### config.mk
export PLATFORM = sky130hd
export DESIGN_NAME = variable_block_ring_allocator_core
export DESIGN_NICKNAME = d
export VERILOG_FILES = /design/src/vbra_pkg.sv /design/src/vbra_ctrl.sv /design/src/vbra_dp.sv /design/src/variable_block_ring_allocator_core.sv
export VERILOG_INCLUDE_DIRS = /design/src /design/src/src
export SDC_FILE = /design/constraint.sdc
export NUM_CORES = 2
export LEC_CHECK = 0
export BUFFER_PORTS_ARGS = -buffer_cell sky130_fd_sc_hd__clkbuf_2
export CAP_MARGIN = 30
export CORE_MARGIN = 2
export CORE_UTILIZATION = 45
export CTS_CLUSTER_SIZE = 10
export DETAILED_ROUTE_END_ITERATION = 16
export PLACE_DENSITY = 0.58
export SKIP_CTS_REPAIR_TIMING = 1
export SLEW_MARGIN = 40
export SYNTH_ARGS = -nofsm -noshare
export SYNTH_HDL_FRONTEND = slang
export SYNTH_HIERARCHICAL = 1
export SYNTH_SLANG_ARGS = --single-unit
### constraint.sdc
create_clock -name clk -period 30 [get_ports clk]
set_input_delay 6 -clock clk [delete_from_list [all_inputs] [get_ports clk]]
set_output_delay 6 -clock clk [all_outputs]
set_load 0.02 [all_outputs]
### src/variable_block_ring_allocator_core_defines.svh
// Assertion macros shared by the ring allocator modules.
`ifndef VARIABLE_BLOCK_RING_ALLOCATOR_CORE_DEFINES_SVH
`define VARIABLE_BLOCK_RING_ALLOCATOR_CORE_DEFINES_SVH

`ifndef NO_ASSERTIONS

// The expression must hold at every clock edge outside reset.
`define VBRA_ASSERT_ALWAYS(lbl, expr, msg) \
  lbl: assert property (@(posedge clk) disable iff (!rst_n) (expr)) \
    else $error(msg);

// When the trigger holds, the result must hold in the next cycle.
`define VBRA_ASSERT_NEXT(lbl, trig, expr, msg) \
  lbl: assert property (@(posedge clk) disable iff (!rst_n) (trig) |=> (expr)) \
    else $error(msg);

`else

`define VBRA_ASSERT_ALWAYS(lbl, expr, msg)

`define VBRA_ASSERT_NEXT(lbl, trig, expr, msg)

`endif

`endif

### src/vbra_pkg.sv
// Shared types and constants for the variable-block ring allocator.
package vbra_pkg;

  // Every block carries a size header of this many bytes ahead of its payload.
  localparam int unsigned HEADER_BYTES = 8;

  // Largest ring the block manages. The offset and fill fields are sized for it.
  localparam int unsigned MAX_CAPACITY = 4096;

  // Width of the fill level field; the capacity register is one bit wider.
  localparam int unsigned FILL_W = 13;

  // Command codes.
  localparam logic [1:0] CMD_ALLOC    = 2'd0;
  localparam logic [1:0] CMD_FREE     = 2'd1;
  localparam logic [1:0] CMD_ROLLBACK = 2'd2;
  localparam logic [1:0] CMD_PROBE    = 2'd3;

  // Status codes.
  localparam logic [2:0] ST_OK         = 3'd0;
  localparam logic [2:0] ST_FULL       = 3'd1;
  localparam logic [2:0] ST_FRAGMENTED = 3'd2;
  localparam logic [2:0] ST_MISMATCH   = 3'd3;
  localparam logic [2:0] ST_UNDERFLOW  = 3'd4;
  localparam logic [2:0] ST_REC_FULL   = 3'd5;

  typedef struct packed {
    logic [1:0]  command;
    logic [11:0] payload_len;
  } in_t;

  typedef struct packed {
    logic        ok;
    logic [2:0]  status;
    logic [11:0] payload_offset;
    logic [12:0] fill_level;
  } out_t;

  // Commands from the controller to the datapath.
  typedef struct packed {
    logic load_req;  // capture the incoming request
    logic commit;    // execute the held request and load the result register
  } dp_cmd_t;

  typedef enum logic {
    S_IDLE,
    S_EXEC
  } state_t;

endpackage

### src/vbra_ctrl.sv
// Controller state machine: request acceptance, execution and result handshake.
`include "variable_block_ring_allocator_core_defines.svh"

module vbra_ctrl (
  input  logic              clk,
  input  logic              rst_n,
  input  logic              in_valid,
  output logic              in_ready,
  output logic              out_valid,
  input  logic              out_ready,
  output vbra_pkg::dp_cmd_t cmd
);

  vbra_pkg::state_t state_r, state_nxt;
  logic             out_valid_r, out_valid_nxt;
  logic             out_free;

  assign out_free = !out_valid_r || out_ready;

  always_comb begin
    state_nxt = state_r;
    case (state_r)
      vbra_pkg::S_IDLE: begin
        if (in_valid) begin
          state_nxt = vbra_pkg::S_EXEC;
        end
      end
      vbra_pkg::S_EXEC: begin
        if (out_free) begin
          state_nxt = vbra_pkg::S_IDLE;
        end
      end
      default: state_nxt = vbra_pkg::S_IDLE;
    endcase
  end

  always_comb begin
    in_ready     = 1'b0;
    cmd.load_req = 1'b0;
    cmd.commit   = 1'b0;
    case (state_r)
      vbra_pkg::S_IDLE: begin
        in_ready     = 1'b1;
        cmd.load_req = in_valid;
      end
      vbra_pkg::S_EXEC: begin
        cmd.commit = out_free;
      end
      default: begin
        in_ready = 1'b0;
      end
    endcase
  end

  always_comb begin
    out_valid_nxt = out_valid_r;
    if (cmd.commit) begin
      out_valid_nxt = 1'b1;
    end else if (out_ready) begin
      out_valid_nxt = 1'b0;
    end
  end

  always_ff @(posedge clk) begin
    if (!rst_n) begin
      state_r     <= vbra_pkg::S_IDLE;
      out_valid_r <= 1'b0;
    end else begin
      state_r     <= state_nxt;
      out_valid_r <= out_valid_nxt;
    end
  end

  assign out_valid = out_valid_r;

  // An accepted request always moves the controller into execution.
  `VBRA_ASSERT_NEXT(a_accept_to_exec, in_valid && in_ready, state_r == vbra_pkg::S_EXEC, "accept did not start execution")
  // A commit always presents a result in the next cycle.
  `VBRA_ASSERT_NEXT(a_commit_shows_result, cmd.commit, out_valid_r, "commit without result")

endmodule

### src/vbra_dp.sv
// Datapath: ring pointers, fill accounting, size-record memory and result register.
`include "variable_block_ring_allocator_core_defines.svh"

module vbra_dp #(
  parameter int unsigned MAX_BLOCKS   = 256
) (
  input  logic              clk,
  input  logic              rst_n,
  input  vbra_pkg::dp_cmd_t cmd,
  input  vbra_pkg::in_t     in_data,
  input  logic              cfg_we,
  input  logic [12:0]       cfg_wdata,
  output vbra_pkg::out_t    out_data
);

  localparam int unsigned CW = $clog2(vbra_pkg::MAX_CAPACITY + 1);
  localparam int unsigned AW = ((CW > vbra_pkg::FILL_W) ? CW : vbra_pkg::FILL_W) + 1;
  localparam int unsigned SW = $clog2(MAX_BLOCKS);
  localparam int unsigned NW = $clog2(MAX_BLOCKS + 1);

  logic [AW-1:0] cap_r;
  logic [AW-1:0] head_r, head_nxt;
  logic [AW-1:0] tail_r, tail_nxt;
  logic [AW-1:0] fill_r, fill_nxt;
  logic [AW-1:0] lbb_r, lbb_nxt;
  logic [AW-1:0] wm_r, wm_nxt;
  logic          wmv_r, wmv_nxt;
  logic [SW-1:0] oldest_r, oldest_nxt;
  logic [SW-1:0] newest_r, newest_nxt;
  logic [NW-1:0] count_r, count_nxt;

  vbra_pkg::in_t  req_r;
  vbra_pkg::out_t out_r, out_nxt;

  logic [11:0] mem [MAX_BLOCKS];
  logic [11:0] rd_data_r;
  logic        mem_we;

  logic [AW-1:0] cap_clamped;

  // Configuration value clamped into the supported capacity range.
  always_comb begin
    cap_clamped = AW'(cfg_wdata);
    if (cap_clamped < AW'(9)) begin
      cap_clamped = AW'(9);
    end else if (cap_clamped > AW'(vbra_pkg::MAX_CAPACITY)) begin
      cap_clamped = AW'(vbra_pkg::MAX_CAPACITY);
    end
  end

  always_comb begin
    logic [AW-1:0] size_w;
    logic [AW-1:0] blk;
    logic [AW-1:0] fill_plus;
    logic [AW-1:0] tail_plus;
    logic [AW-1:0] rec_w;
    logic [AW-1:0] rblock;
    logic [AW-1:0] nh;
    logic [AW-1:0] t;
    logic [AW-1:0] start;
    logic          placed;

    size_w    = AW'(req_r.payload_len);
    blk       = size_w + AW'(vbra_pkg::HEADER_BYTES);
    fill_plus = fill_r + blk;
    tail_plus = tail_r + blk;
    rec_w     = AW'(rd_data_r);
    rblock    = rec_w + AW'(vbra_pkg::HEADER_BYTES);
    nh        = '0;
    t         = '0;
    start     = '0;
    placed    = 1'b1;

    head_nxt   = head_r;
    tail_nxt   = tail_r;
    fill_nxt   = fill_r;
    lbb_nxt    = lbb_r;
    wm_nxt     = wm_r;
    wmv_nxt    = wmv_r;
    oldest_nxt = oldest_r;
    newest_nxt = newest_r;
    count_nxt  = count_r;
    mem_we     = 1'b0;

    out_nxt.ok             = 1'b1;
    out_nxt.status         = vbra_pkg::ST_OK;
    out_nxt.payload_offset = '0;

    case (req_r.command)
      vbra_pkg::CMD_ALLOC: begin
        if (size_w == '0) begin
          lbb_nxt = '0;
        end else if (fill_plus > cap_r) begin
          out_nxt.ok     = 1'b0;
          out_nxt.status = vbra_pkg::ST_FULL;
        end else if (count_r == NW'(MAX_BLOCKS)) begin
          out_nxt.ok     = 1'b0;
          out_nxt.status = vbra_pkg::ST_REC_FULL;
        end else begin
          if (fill_r == '0) begin
            tail_nxt = blk;
          end else if (wmv_r) begin
            if (tail_plus <= head_r) begin
              start    = tail_r;
              tail_nxt = tail_plus;
            end else begin
              placed = 1'b0;
            end
          end else if (tail_plus <= cap_r) begin
            start    = tail_r;
            tail_nxt = tail_plus;
          end else if (blk <= head_r) begin
            wm_nxt   = tail_r;
            wmv_nxt  = 1'b1;
            tail_nxt = blk;
          end else begin
            placed = 1'b0;
          end
          if (!placed) begin
            tail_nxt       = tail_r;
            wm_nxt         = wm_r;
            wmv_nxt        = wmv_r;
            out_nxt.ok     = 1'b0;
            out_nxt.status = vbra_pkg::ST_FRAGMENTED;
          end else begin
            if (tail_nxt >= cap_r) begin
              tail_nxt = '0;
              wm_nxt   = cap_r;
              wmv_nxt  = 1'b1;
            end
            t                      = start + AW'(vbra_pkg::HEADER_BYTES);
            out_nxt.payload_offset = t[11:0];
            fill_nxt               = fill_plus;
            lbb_nxt                = blk;
            mem_we                 = 1'b1;
            newest_nxt = (newest_r == SW'(MAX_BLOCKS - 1)) ? '0 : newest_r + 1'b1;
            count_nxt              = count_r + 1'b1;
          end
        end
      end
      vbra_pkg::CMD_FREE: begin
        if (size_w != '0 && fill_r != '0 && count_r != '0) begin
          if (rec_w != size_w) begin
            out_nxt.ok     = 1'b0;
            out_nxt.status = vbra_pkg::ST_MISMATCH;
          end else if (fill_r < rblock) begin
            out_nxt.ok     = 1'b0;
            out_nxt.status = vbra_pkg::ST_UNDERFLOW;
          end else begin
            nh = head_r + rblock;
            if (wmv_r && nh >= wm_r) begin
              nh      = '0;
              wmv_nxt = 1'b0;
              wm_nxt  = '0;
            end else if (nh >= cap_r) begin
              nh = '0;
            end
            head_nxt   = nh;
            fill_nxt   = fill_r - rblock;
            oldest_nxt = (oldest_r == SW'(MAX_BLOCKS - 1)) ? '0 : oldest_r + 1'b1;
            count_nxt  = count_r - 1'b1;
            if (count_nxt == '0) begin
              lbb_nxt = '0;
            end
          end
        end
      end
      vbra_pkg::CMD_ROLLBACK: begin
        if (lbb_r != '0) begin
          if (fill_r < lbb_r || count_r == '0) begin
            out_nxt.ok     = 1'b0;
            out_nxt.status = vbra_pkg::ST_UNDERFLOW;
          end else begin
            if (tail_r == '0) begin
              tail_nxt = (cap_r > lbb_r) ? cap_r - lbb_r : '0;
              wmv_nxt  = 1'b0;
              wm_nxt   = '0;
            end else begin
              t = (tail_r >= lbb_r) ? tail_r - lbb_r : '0;
              if (t == '0 && wmv_r && wm_r != cap_r) begin
                t       = wm_r;
                wmv_nxt = 1'b0;
                wm_nxt  = '0;
              end
              tail_nxt = t;
            end
            fill_nxt   = fill_r - lbb_r;
            lbb_nxt    = '0;
            newest_nxt = (newest_r == '0) ? SW'(MAX_BLOCKS - 1) : newest_r - 1'b1;
            count_nxt  = count_r - 1'b1;
          end
        end
      end
      vbra_pkg::CMD_PROBE: begin
        if (size_w != '0 && fill_plus > cap_r) begin
          out_nxt.ok     = 1'b0;
          out_nxt.status = vbra_pkg::ST_FULL;
        end
      end
      default: begin
        out_nxt.ok = 1'b1;
      end
    endcase

    // An empty ring restarts at offset zero with no wrap gap.
    if (fill_nxt == '0) begin
      head_nxt = '0;
      tail_nxt = '0;
      wm_nxt   = '0;
      wmv_nxt  = 1'b0;
    end

    out_nxt.fill_level = fill_nxt[12:0];
  end

  always_ff @(posedge clk) begin
    if (!rst_n) begin
      cap_r    <= AW'(vbra_pkg::MAX_CAPACITY);
      head_r   <= '0;
      tail_r   <= '0;
      fill_r   <= '0;
      lbb_r    <= '0;
      wm_r     <= '0;
      wmv_r    <= 1'b0;
      oldest_r <= '0;
      newest_r <= '0;
      count_r  <= '0;
    end else if (cfg_we) begin
      cap_r    <= cap_clamped;
      head_r   <= '0;
      tail_r   <= '0;
      fill_r   <= '0;
      lbb_r    <= '0;
      wm_r     <= '0;
      wmv_r    <= 1'b0;
      oldest_r <= '0;
      newest_r <= '0;
      count_r  <= '0;
    end else if (cmd.commit) begin
      head_r   <= head_nxt;
      tail_r   <= tail_nxt;
      fill_r   <= fill_nxt;
      lbb_r    <= lbb_nxt;
      wm_r     <= wm_nxt;
      wmv_r    <= wmv_nxt;
      oldest_r <= oldest_nxt;
      newest_r <= newest_nxt;
      count_r  <= count_nxt;
    end
  end

  always_ff @(posedge clk) begin
    if (cmd.load_req) begin
      req_r <= in_data;
    end
    if (cmd.commit) begin
      out_r <= out_nxt;
    end
  end

  // Size-record store: one write port at the newest slot, registered read of the oldest.
  always_ff @(posedge clk) begin
    if (cmd.commit && mem_we) begin
      mem[newest_r] <= req_r.payload_len;
    end
    rd_data_r <= mem[oldest_r];
  end

  assign out_data = out_r;

  `VBRA_ASSERT_ALWAYS(a_fill_in_cap, fill_r <= cap_r, "fill level exceeds capacity")
  `VBRA_ASSERT_ALWAYS(a_count_matches_fill, (count_r == '0) == (fill_r == '0), "record count and fill disagree")
  `VBRA_ASSERT_ALWAYS(a_empty_at_origin, fill_r != '0 || (head_r == '0 && tail_r == '0 && !wmv_r), "empty ring not at origin")
  `VBRA_ASSERT_ALWAYS(a_count_bound, count_r <= NW'(MAX_BLOCKS), "record count overflow")

endmodule

### src/variable_block_ring_allocator_core.sv
// Top level of the variable-block ring allocator: controller plus datapath.
//
// This block keeps the bookkeeping for a ring of capacity_bytes bytes that holds
// variable-size blocks, each an 8-byte size header followed by its payload. A
// request carries a command (alloc, free oldest, rollback last alloc, probe) and a
// payload size; each request yields exactly one result with ok, a status code, the
// payload offset of a new block and the fill level after the request. Block sizes
// are kept in an on-chip size-record memory of MAX_BLOCKS entries rather than in
// the ring; alloc is refused with the record-full status when it is full. When an
// alloc wraps to offset zero, a wrap mark records where the unused end gap starts
// so that the head can skip it on free. A request is first captured while the
// size-record memory reads the oldest record into its output register, and then
// the command is evaluated and the result register is loaded. A new request is
// taken in the cycle after a result is loaded, so the block takes no new request
// while one is in flight; a result that the sink does not take holds back the
// following execution until the result register frees up. The record memory
// needs no clearing pass after reset, because only written entries are ever read.
// Writing cfg_wdata (clamped to 9..MAX_CAPACITY) empties the ring and must only
// happen while no request is in flight.
module variable_block_ring_allocator_core #(
  parameter int unsigned MAX_BLOCKS   = 256
) (
  input  logic           clk,
  input  logic           rst_n,
  input  logic           in_valid,
  output logic           in_ready,
  input  vbra_pkg::in_t  in_data,
  output logic           out_valid,
  input  logic           out_ready,
  output vbra_pkg::out_t out_data,
  input  logic           cfg_we,
  input  logic [12:0]    cfg_wdata
);

  // Command bundle from the controller: capture a request, or commit its result.
  vbra_pkg::dp_cmd_t dp_cmd;

  // The controller owns the handshakes on both channels.
  vbra_ctrl u_ctrl (
    .clk       (clk),
    .rst_n     (rst_n),
    .in_valid  (in_valid),
    .in_ready  (in_ready),
    .out_valid (out_valid),
    .out_ready (out_ready),
    .cmd       (dp_cmd)
  );

  // The datapath holds the ring state, the record memory and the result register.
  vbra_dp #(
    .MAX_BLOCKS   (MAX_BLOCKS)
  ) u_dp (
    .clk       (clk),
    .rst_n     (rst_n),
    .cmd       (dp_cmd),
    .in_data   (in_data),
    .cfg_we    (cfg_we),
    .cfg_wdata (cfg_wdata),
    .out_data  (out_data)
  );

endmodule

After elaboration in Yosys (flattened, before gate mapping)
Memories as Yosys holds them, arrays and structs flattened. A register that Yosys moved wholly into a read port is not among the register bits.
Cells that the tools add are included.
{ "word_totals": {"ramBits": 3072, "inputBits": 32, "memories": 1, "output_inout_bits": 31, "reg_bits": 155} }
{ "memory_table": {"columns": ["name", "words", "width", "read_ports", "rd_clocked_by_memory_dff", "write_ports", "line_no", "rtl"], "rows": [
  ["u_dp.mem", 256, 12, 1, 1, 1, "vbra_dp.sv:35", "logic [11:0] mem [MAX_BLOCKS];"]
]} }
{ "op_classes": {"eq_ne": 38, "addsub": 15, "reduce_logical": 40, "n_lt_le_gt_ge": 13, "n_mux": 155, "bitwise": 6} }
{ "ops": {"columns": ["operator", "count"], "rows": [
  ["14-bit 2-to-1 mux", 66],
  ["12-bit 2-to-1 mux", 11],
  ["14-bit one-hot mux with 3 select lines", 3],
  ["9-bit 2-to-1 mux", 9],
  ["8-bit 2-to-1 mux", 9],
  ["14-bit >= comparator", 4],
  ["14-bit logical NOT", 4],
  ["14-bit subtractor", 4],
  ["14-bit less-or-equal comparator", 3],
  ["1-bit 2-to-1 mux", 40],
  ["4-bit 2-to-1 mux", 9],
  ["14-bit adder", 2],
  ["14-bit greater-than comparator", 2],
  ["14-bit < comparator", 2],
  ["14-bit one-hot mux with 2 select lines", 1],
  ["14-bit nonzero test", 2],
  ["9-bit one-hot mux with 3 select lines", 1],
  ["12-bit by 4-bit adder with 13-bit output, second input constant", 2],
  ["11-bit AND reduction", 2],
  ["9-bit logical NOT", 2],
  ["3-bit != test, second input constant", 6],
  ["17-bit AND reduction", 1],
  ["8-bit by 1-bit adder with 8-bit output, second input constant", 2],
  ["8-bit == test, second input constant", 2],
  ["41 further kinds", 78]
]} }

Logic depth before layout (Yosys ltp)
{ "logic_depth": {"word_depth": 18, "depth_mapped": 38, "ltp_nobuf": 35} }

Cells and area by module
Netlist, hierarchy kept.
{ "by_module_without_submodules": {"columns": ["mod", "area_per_inst_um2", "cells_per_inst", "n_inst"], "rows": [
  ["vbra_dp", 132450.8, 6510, 1],
  ["vbra_ctrl", 110.1, 10, 1]
]} }

Worst setup path after synthesis
OpenSTA, ideal clock, no wires.
{ "synth_path": {"kind": "reg2reg", "from": "register u_dp/req_r[4] (netlist bit)", "to": "register u_dp.wm_r[10]", "slack_ns": 19.525, "n_path_buf": 3, "stages_incl_launch_ff": 34, "period_less_slack_ns": 10.475, "required_time_ns": 29.930, "arrival_time_ns": 10.405, "path_cell_list": "edfxtp_1 ha_1 nand3_1 xor2_1 inv_1 ha_1 nand2_1 a21oi_1 a21oi_1 o21bai_1 a21oi_1 xnor2_1 ha_1 a21o_1 a21oi_1 o211ai_1 o21a_1 nor2_1 nor3_1 or2_2 clkbuf_1 a222oi_1 ha_1 a2111o_1 nor3b_1 a21oi_1 a221o_1 clkbuf_1 a21oi_1 o31ai_1 and3_1 o31ai_1 clkbuf_1 o2bb2ai_1"} }
{ "synth_via": {"elab_chain_len": 18} }
{ "synth_rtl": {"columns": ["element", "line_no", "rtl"], "rows": [
  ["from (decl)", "vbra_dp.sv:32", "vbra_pkg::in_t req_r;"],
  ["from (signal assigned)", "vbra_dp.sv:254", "req_r <= in_data;"],
  ["12-bit by 4-bit adder with 13-bit output", "vbra_dp.sv:64", "blk = size_w + AW'(vbra_pkg::HEADER_BYTES);"],
  ["14-bit by 13-bit adder with 14-bit output or 14-bit less-or-equal comparator (tied branches)", "vbra_dp.sv:66, vbra_dp.sv:112", null],
  ["14-bit less-or-equal comparator (tied with other cells)", "vbra_dp.sv:109", "end else if (tail_plus <= cap_r) begin"],
  ["14-bit 2-to-1 mux (tied with other cells)", "vbra_dp.sv:109", null],
  ["14-bit 2-to-1 mux or 1-bit 2-to-1 mux (tied branches)", "vbra_dp.sv:102", "end else if (wmv_r) begin"],
  ["14-bit 2-to-1 mux or 1-bit 2-to-1 mux (tied branches)", "vbra_dp.sv:100", "if (fill_r == '0) begin"],
  ["14-bit 2-to-1 mux or 1-bit 2-to-1 mux (tied branches)", "vbra_dp.sv:96", "end else if (count_r == NW'(MAX_BLOCKS)) begin"],
  ["14-bit 2-to-1 mux or 1-bit 2-to-1 mux (tied branches)", "vbra_dp.sv:93", "end else if (fill_plus > cap_r) begin"],
  ["[... 2 more ...]", null, null],
  ["14-bit >= comparator or 14-bit 2-to-1 mux (tied branches)", "vbra_dp.sv:126, vbra_dp.sv:119", null],
  ["14-bit 2-to-1 mux (on tied branches)", "vbra_dp.sv:126, vbra_dp.sv:96", null],
  ["14-bit 2-to-1 mux (on tied branches)", "vbra_dp.sv:119, vbra_dp.sv:93", null],
  ["14-bit 2-to-1 mux (on tied branches)", "vbra_dp.sv:96, vbra_dp.sv:91", null],
  ["14-bit 2-to-1 mux or 14-bit one-hot mux with 3 select lines (tied branches)", "vbra_dp.sv:93, vbra_dp.sv:89", null],
  ["14-bit 2-to-1 mux or 14-bit logical NOT (tied branches)", "vbra_dp.sv:91, vbra_dp.sv:206", null],
  ["14-bit one-hot mux with 3 select lines (tied with other cells)", "vbra_dp.sv:89", "case (req_r.command)"],
  ["14-bit 2-to-1 mux or 17-bit AND reduction (tied branches)", null, null],
  ["to (signal assigned)", "vbra_dp.sv:244", "wm_r <= wm_nxt;"],
  ["to (decl)", "vbra_dp.sv:26", "logic [AW-1:0] wm_r, wm_nxt;"]
]} }
Several ways; a longest one is shown, not always the timed one. The select of a mux whose other input is x is not followed.
A chain may end at the register's enable or synchronous reset.

Final worst setup path
{ "layout_path": {"from": "register u_dp/req_r[4] (netlist bit)", "to": "register u_dp.wm_r[9]"} }
Same word-level chain as after synthesis.

==> results.sh <==
export IMPL_hp_class="reg -> reg"
export IMPL_grt_use_total_pct=24.4
export IMPL_crit_top_cell="a21oi_1"
export IMPL_drt_iter0_drc=8443
export IMPL_power_mw=9.33
export IMPL_synth_top_cell_area_share_pct=70.6
export IMPL_initial_core_util_pct=45.2
export IMPL_cts_path_max_buffers=4
export IMPL_io_buffers=62
export IMPL_h_tree_depth=5
export IMPL_end_kind="flip-flop"
export IMPL_num_rows=199
export IMPL_dr_pass1_iters=8
export IMPL_critPathKind="reg -> reg"
export IMPL_ys_warn_count=6
export IMPL_cts_sinks=3237
export IMPL_fin_hold_ws_ns=0.470
export IMPL_power_density_nw_per_um2=62.3
export IMPL_yosys_top_cells_area="edfxtp_1 (71%), mux4_2 (17%), ha_1 (1.9%), dfxtp_1 (1.8%), nor2_1 (1.1%)"
export IMPL_start_kind="flip-flop"
export IMPL_syn_avg_cell_area_um2=20.3
export IMPL_yosysSeqAreaShare_pct=72.4
export IMPL_setup_viol=0
export IMPL_hold_viol=0
export IMPL_synthCells=6520
export IMPL_p_leak_nw=45.2
export IMPL_globalRouteOverflowTotal=0
export IMPL_dieArea_um2=299000
export IMPL_finClkSkew_ns=0.0496
export IMPL_synth_edf_count=3115
export IMPL_place_area_um2=139000
export IMPL_finalInstanceArea_um2=150000
export IMPL_core_area_um2=294000
export IMPL_worst_slew_pin_slew_ns=0.885
export IMPL_grt_max_degree=153
export IMPL_slew_headroom_pct=41.0
export IMPL_fin_cells=10800
export IMPL_ir_worst_vdd_mv=0.0474
export IMPL_cp_slowest_cell="a221o_1"
export IMPL_synth_fp_nets=6761
export IMPL_wire_per_inst_um=33.9
export IMPL_area_growth_pct=12.9
export IMPL_ys_async_sr_fraction_pct=0
export IMPL_clk_pin_slew_worst_paths_ns=0.05
export IMPL_dp_cells=10300
export IMPL_status="finished, final reports clean"
export IMPL_drcViolationCount=0
export IMPL_routabilityCongestion=0.931
export IMPL_drt_wl_total_um=367000
export IMPL_slowest_delay_ns=0.57
export IMPL_slew_violations=0
export IMPL_fin_crit_ns=9.10
export IMPL_clkLatencyLatePin_ns=0.94
export IMPL_synth_ff_type="edfxtp_1"
export IMPL_antenna_found_initial=3
export IMPL_synth_seq_cells=3237
export IMPL_cts_made_buffers=372
export IMPL_min_period_over_period_pct=30.3
export IMPL_io_pin_count=63
export IMPL_die_y_um=547
export IMPL_cap_violations=0
export IMPL_synth_distinct_cells=89
export IMPL_worstPathArrival_ns=9.94
export IMPL_crit_path_max_fanout=60
export IMPL_fmax_mhz=110
export IMPL_dpl_worst_slack_ns=20.47
export IMPL_final_util_pct=51.0
export IMPL_dieWidth_um=547
export IMPL_drive_above_1_share_pct=28.6
export IMPL_rsz0062_at_grt="no"
export IMPL_grt_pass1_vias=66500
export IMPL_dr_total_vias=67800
export IMPL_worst_slack_ns=20.90
export IMPL_fin_setup_tns_ns=0
export IMPL_dp_hpwl_um=227000
export IMPL_cts_root_buf="clkbuf_16"
export IMPL_cts_tree="done"
export IMPL_yosys_area_top_type="edfxtp_1"
export IMPL_layout_nets=7000
export IMPL_required_ns=30.83
export IMPL_syn_area_um2=133000
export IMPL_grt_pass1_wl_um=522000
export IMPL_viasPerCell=6.27
export IMPL_antenna_left=0
## sequential cells by signal, indices dropped and copies added (netlist names), 9 cells and up
name            flops
u_dp/rd_data_r     12
u_dp/count_r        9
u_dp/wm_r          14
u_dp/out_data      29
u_dp/req_r         14
u_dp/lbb_r         13
u_dp/fill_r        14
u_dp/tail_r        14
u_dp/head_r        14
u_dp/mem         3072
u_dp/cap_r         13
## worst paths after layout
check | startpoint | endpoint | slack [ns] | cells after the start
min | u_dp/lbb_r[10] | u_dp/lbb_r[10] | 0.47 | 2
max reg2reg | u_dp/req_r[4] | u_dp/wm_r[9] | 20.90 | 33
min reg2reg | u_dp/lbb_r[10] | u_dp/lbb_r[10] | 0.47 | 2
max | u_dp/req_r[4] | u_dp/wm_r[9] | 20.90 | 33
## logic make-up after synthesis
group                      share of synthesized area (%)
AOI/OAI and AO/OA                                   2.82
xor gates and xnor gates                           0.866
adders and majority gates                           2.01
buffers and inverters                               1.40
DFF                                                 72.4
muxes                                               17.5
and+or+nand+nor                                     3.02
## critical path, delay by kind of cell (launching register included)
kind                     cells  cell delay (ns)
buffers and inverters        2             0.60
XOR/XNOR                     2             0.65
adder cells (fa/ha/maj)      4             1.41
AND/OR/NAND/NOR              7             1.98
flip-flops                   1             0.34
AO/OA/AOI/OAI               18             4.01
## routing by layer
layer | global-route usage, % | vias up | routed length [um]
met5 | 0 | - | 0
met4 | 6.16 | 0 | 9800
met3 | 4.13 | 507 | 32600
met2 | 36.9 | 3518 | 168000
met1 | 37.0 | 36200 | 156000
li1 | - | 27600 | -
## placed cells by master, fill, tap and decap left out, types with 15 or more instances in the layout
master and n:
a22o_1 15, dfxtp_1 115, or3_1 27, nor4_1 33
clkbuf_2 62, and3_1 24, and2_1 15, inv_1 153
nor2_2 255, mux4_2 1019, edfxtp_1 3115, xnor2_1 71
o21bai_1 17, a21o_1 42, nand3_1 52, ha_1 201
o211ai_1 17, clkbuf_16 378, buf_12 22, nor3_1 22
buf_6 35, xor2_1 60, a211oi_1 28, mux2i_1 19
buf_4 68, a21oi_1 155, nand4_1 33, clkbuf_1 67
o21ai_0 90, nor2_1 143, nand2_1 136, nor2b_1 26
o21a_1 15
## cell type report
type                       instances  area [um^2]
antenna                            6         15.0
fill                           22900       144000
timing repair buffer             198         1960
clock inverter                    47          684
multi-input combinational       2797        35800
clock buffer                     448         9750
tap                             3919         4900
sequential                      3237        96000
inverter                         153          574
## report_power, final
part           switching (mW)  internal (mW)
sequential            0.00809           4.97
combinational           0.238         0.0826
clock                    1.72           2.31
## cells in the mapped netlist (9+ instances only)
library cell,number
xnor2_1,71
nand2_1,160
and2_1,16
nand4_1,33
o21bai_1,17
nor2_1,400
a21o_1,42
a221oi_1,9
or3_1,27
o2bb2ai_1,14
ha_1,202
mux2i_1,19
o22ai_1,12
a22o_1,15
or4_1,9
o21a_1,15
nor3_1,23
a21oi_1,156
dfxtp_1,122
xor2_1,60
a211oi_1,30
o21ai_0,90
inv_1,153
edfxtp_1,3115
a31oi_1,12
nor4_1,37
a32o_1,14
nand3_1,60
buf_1,79
mux4_2,1019
o211ai_1,17
nand2b_1,11
o31ai_1,9
nor2b_1,29
and3_1,24
clkbuf_1,246
(Power assumes the default switching activity.)
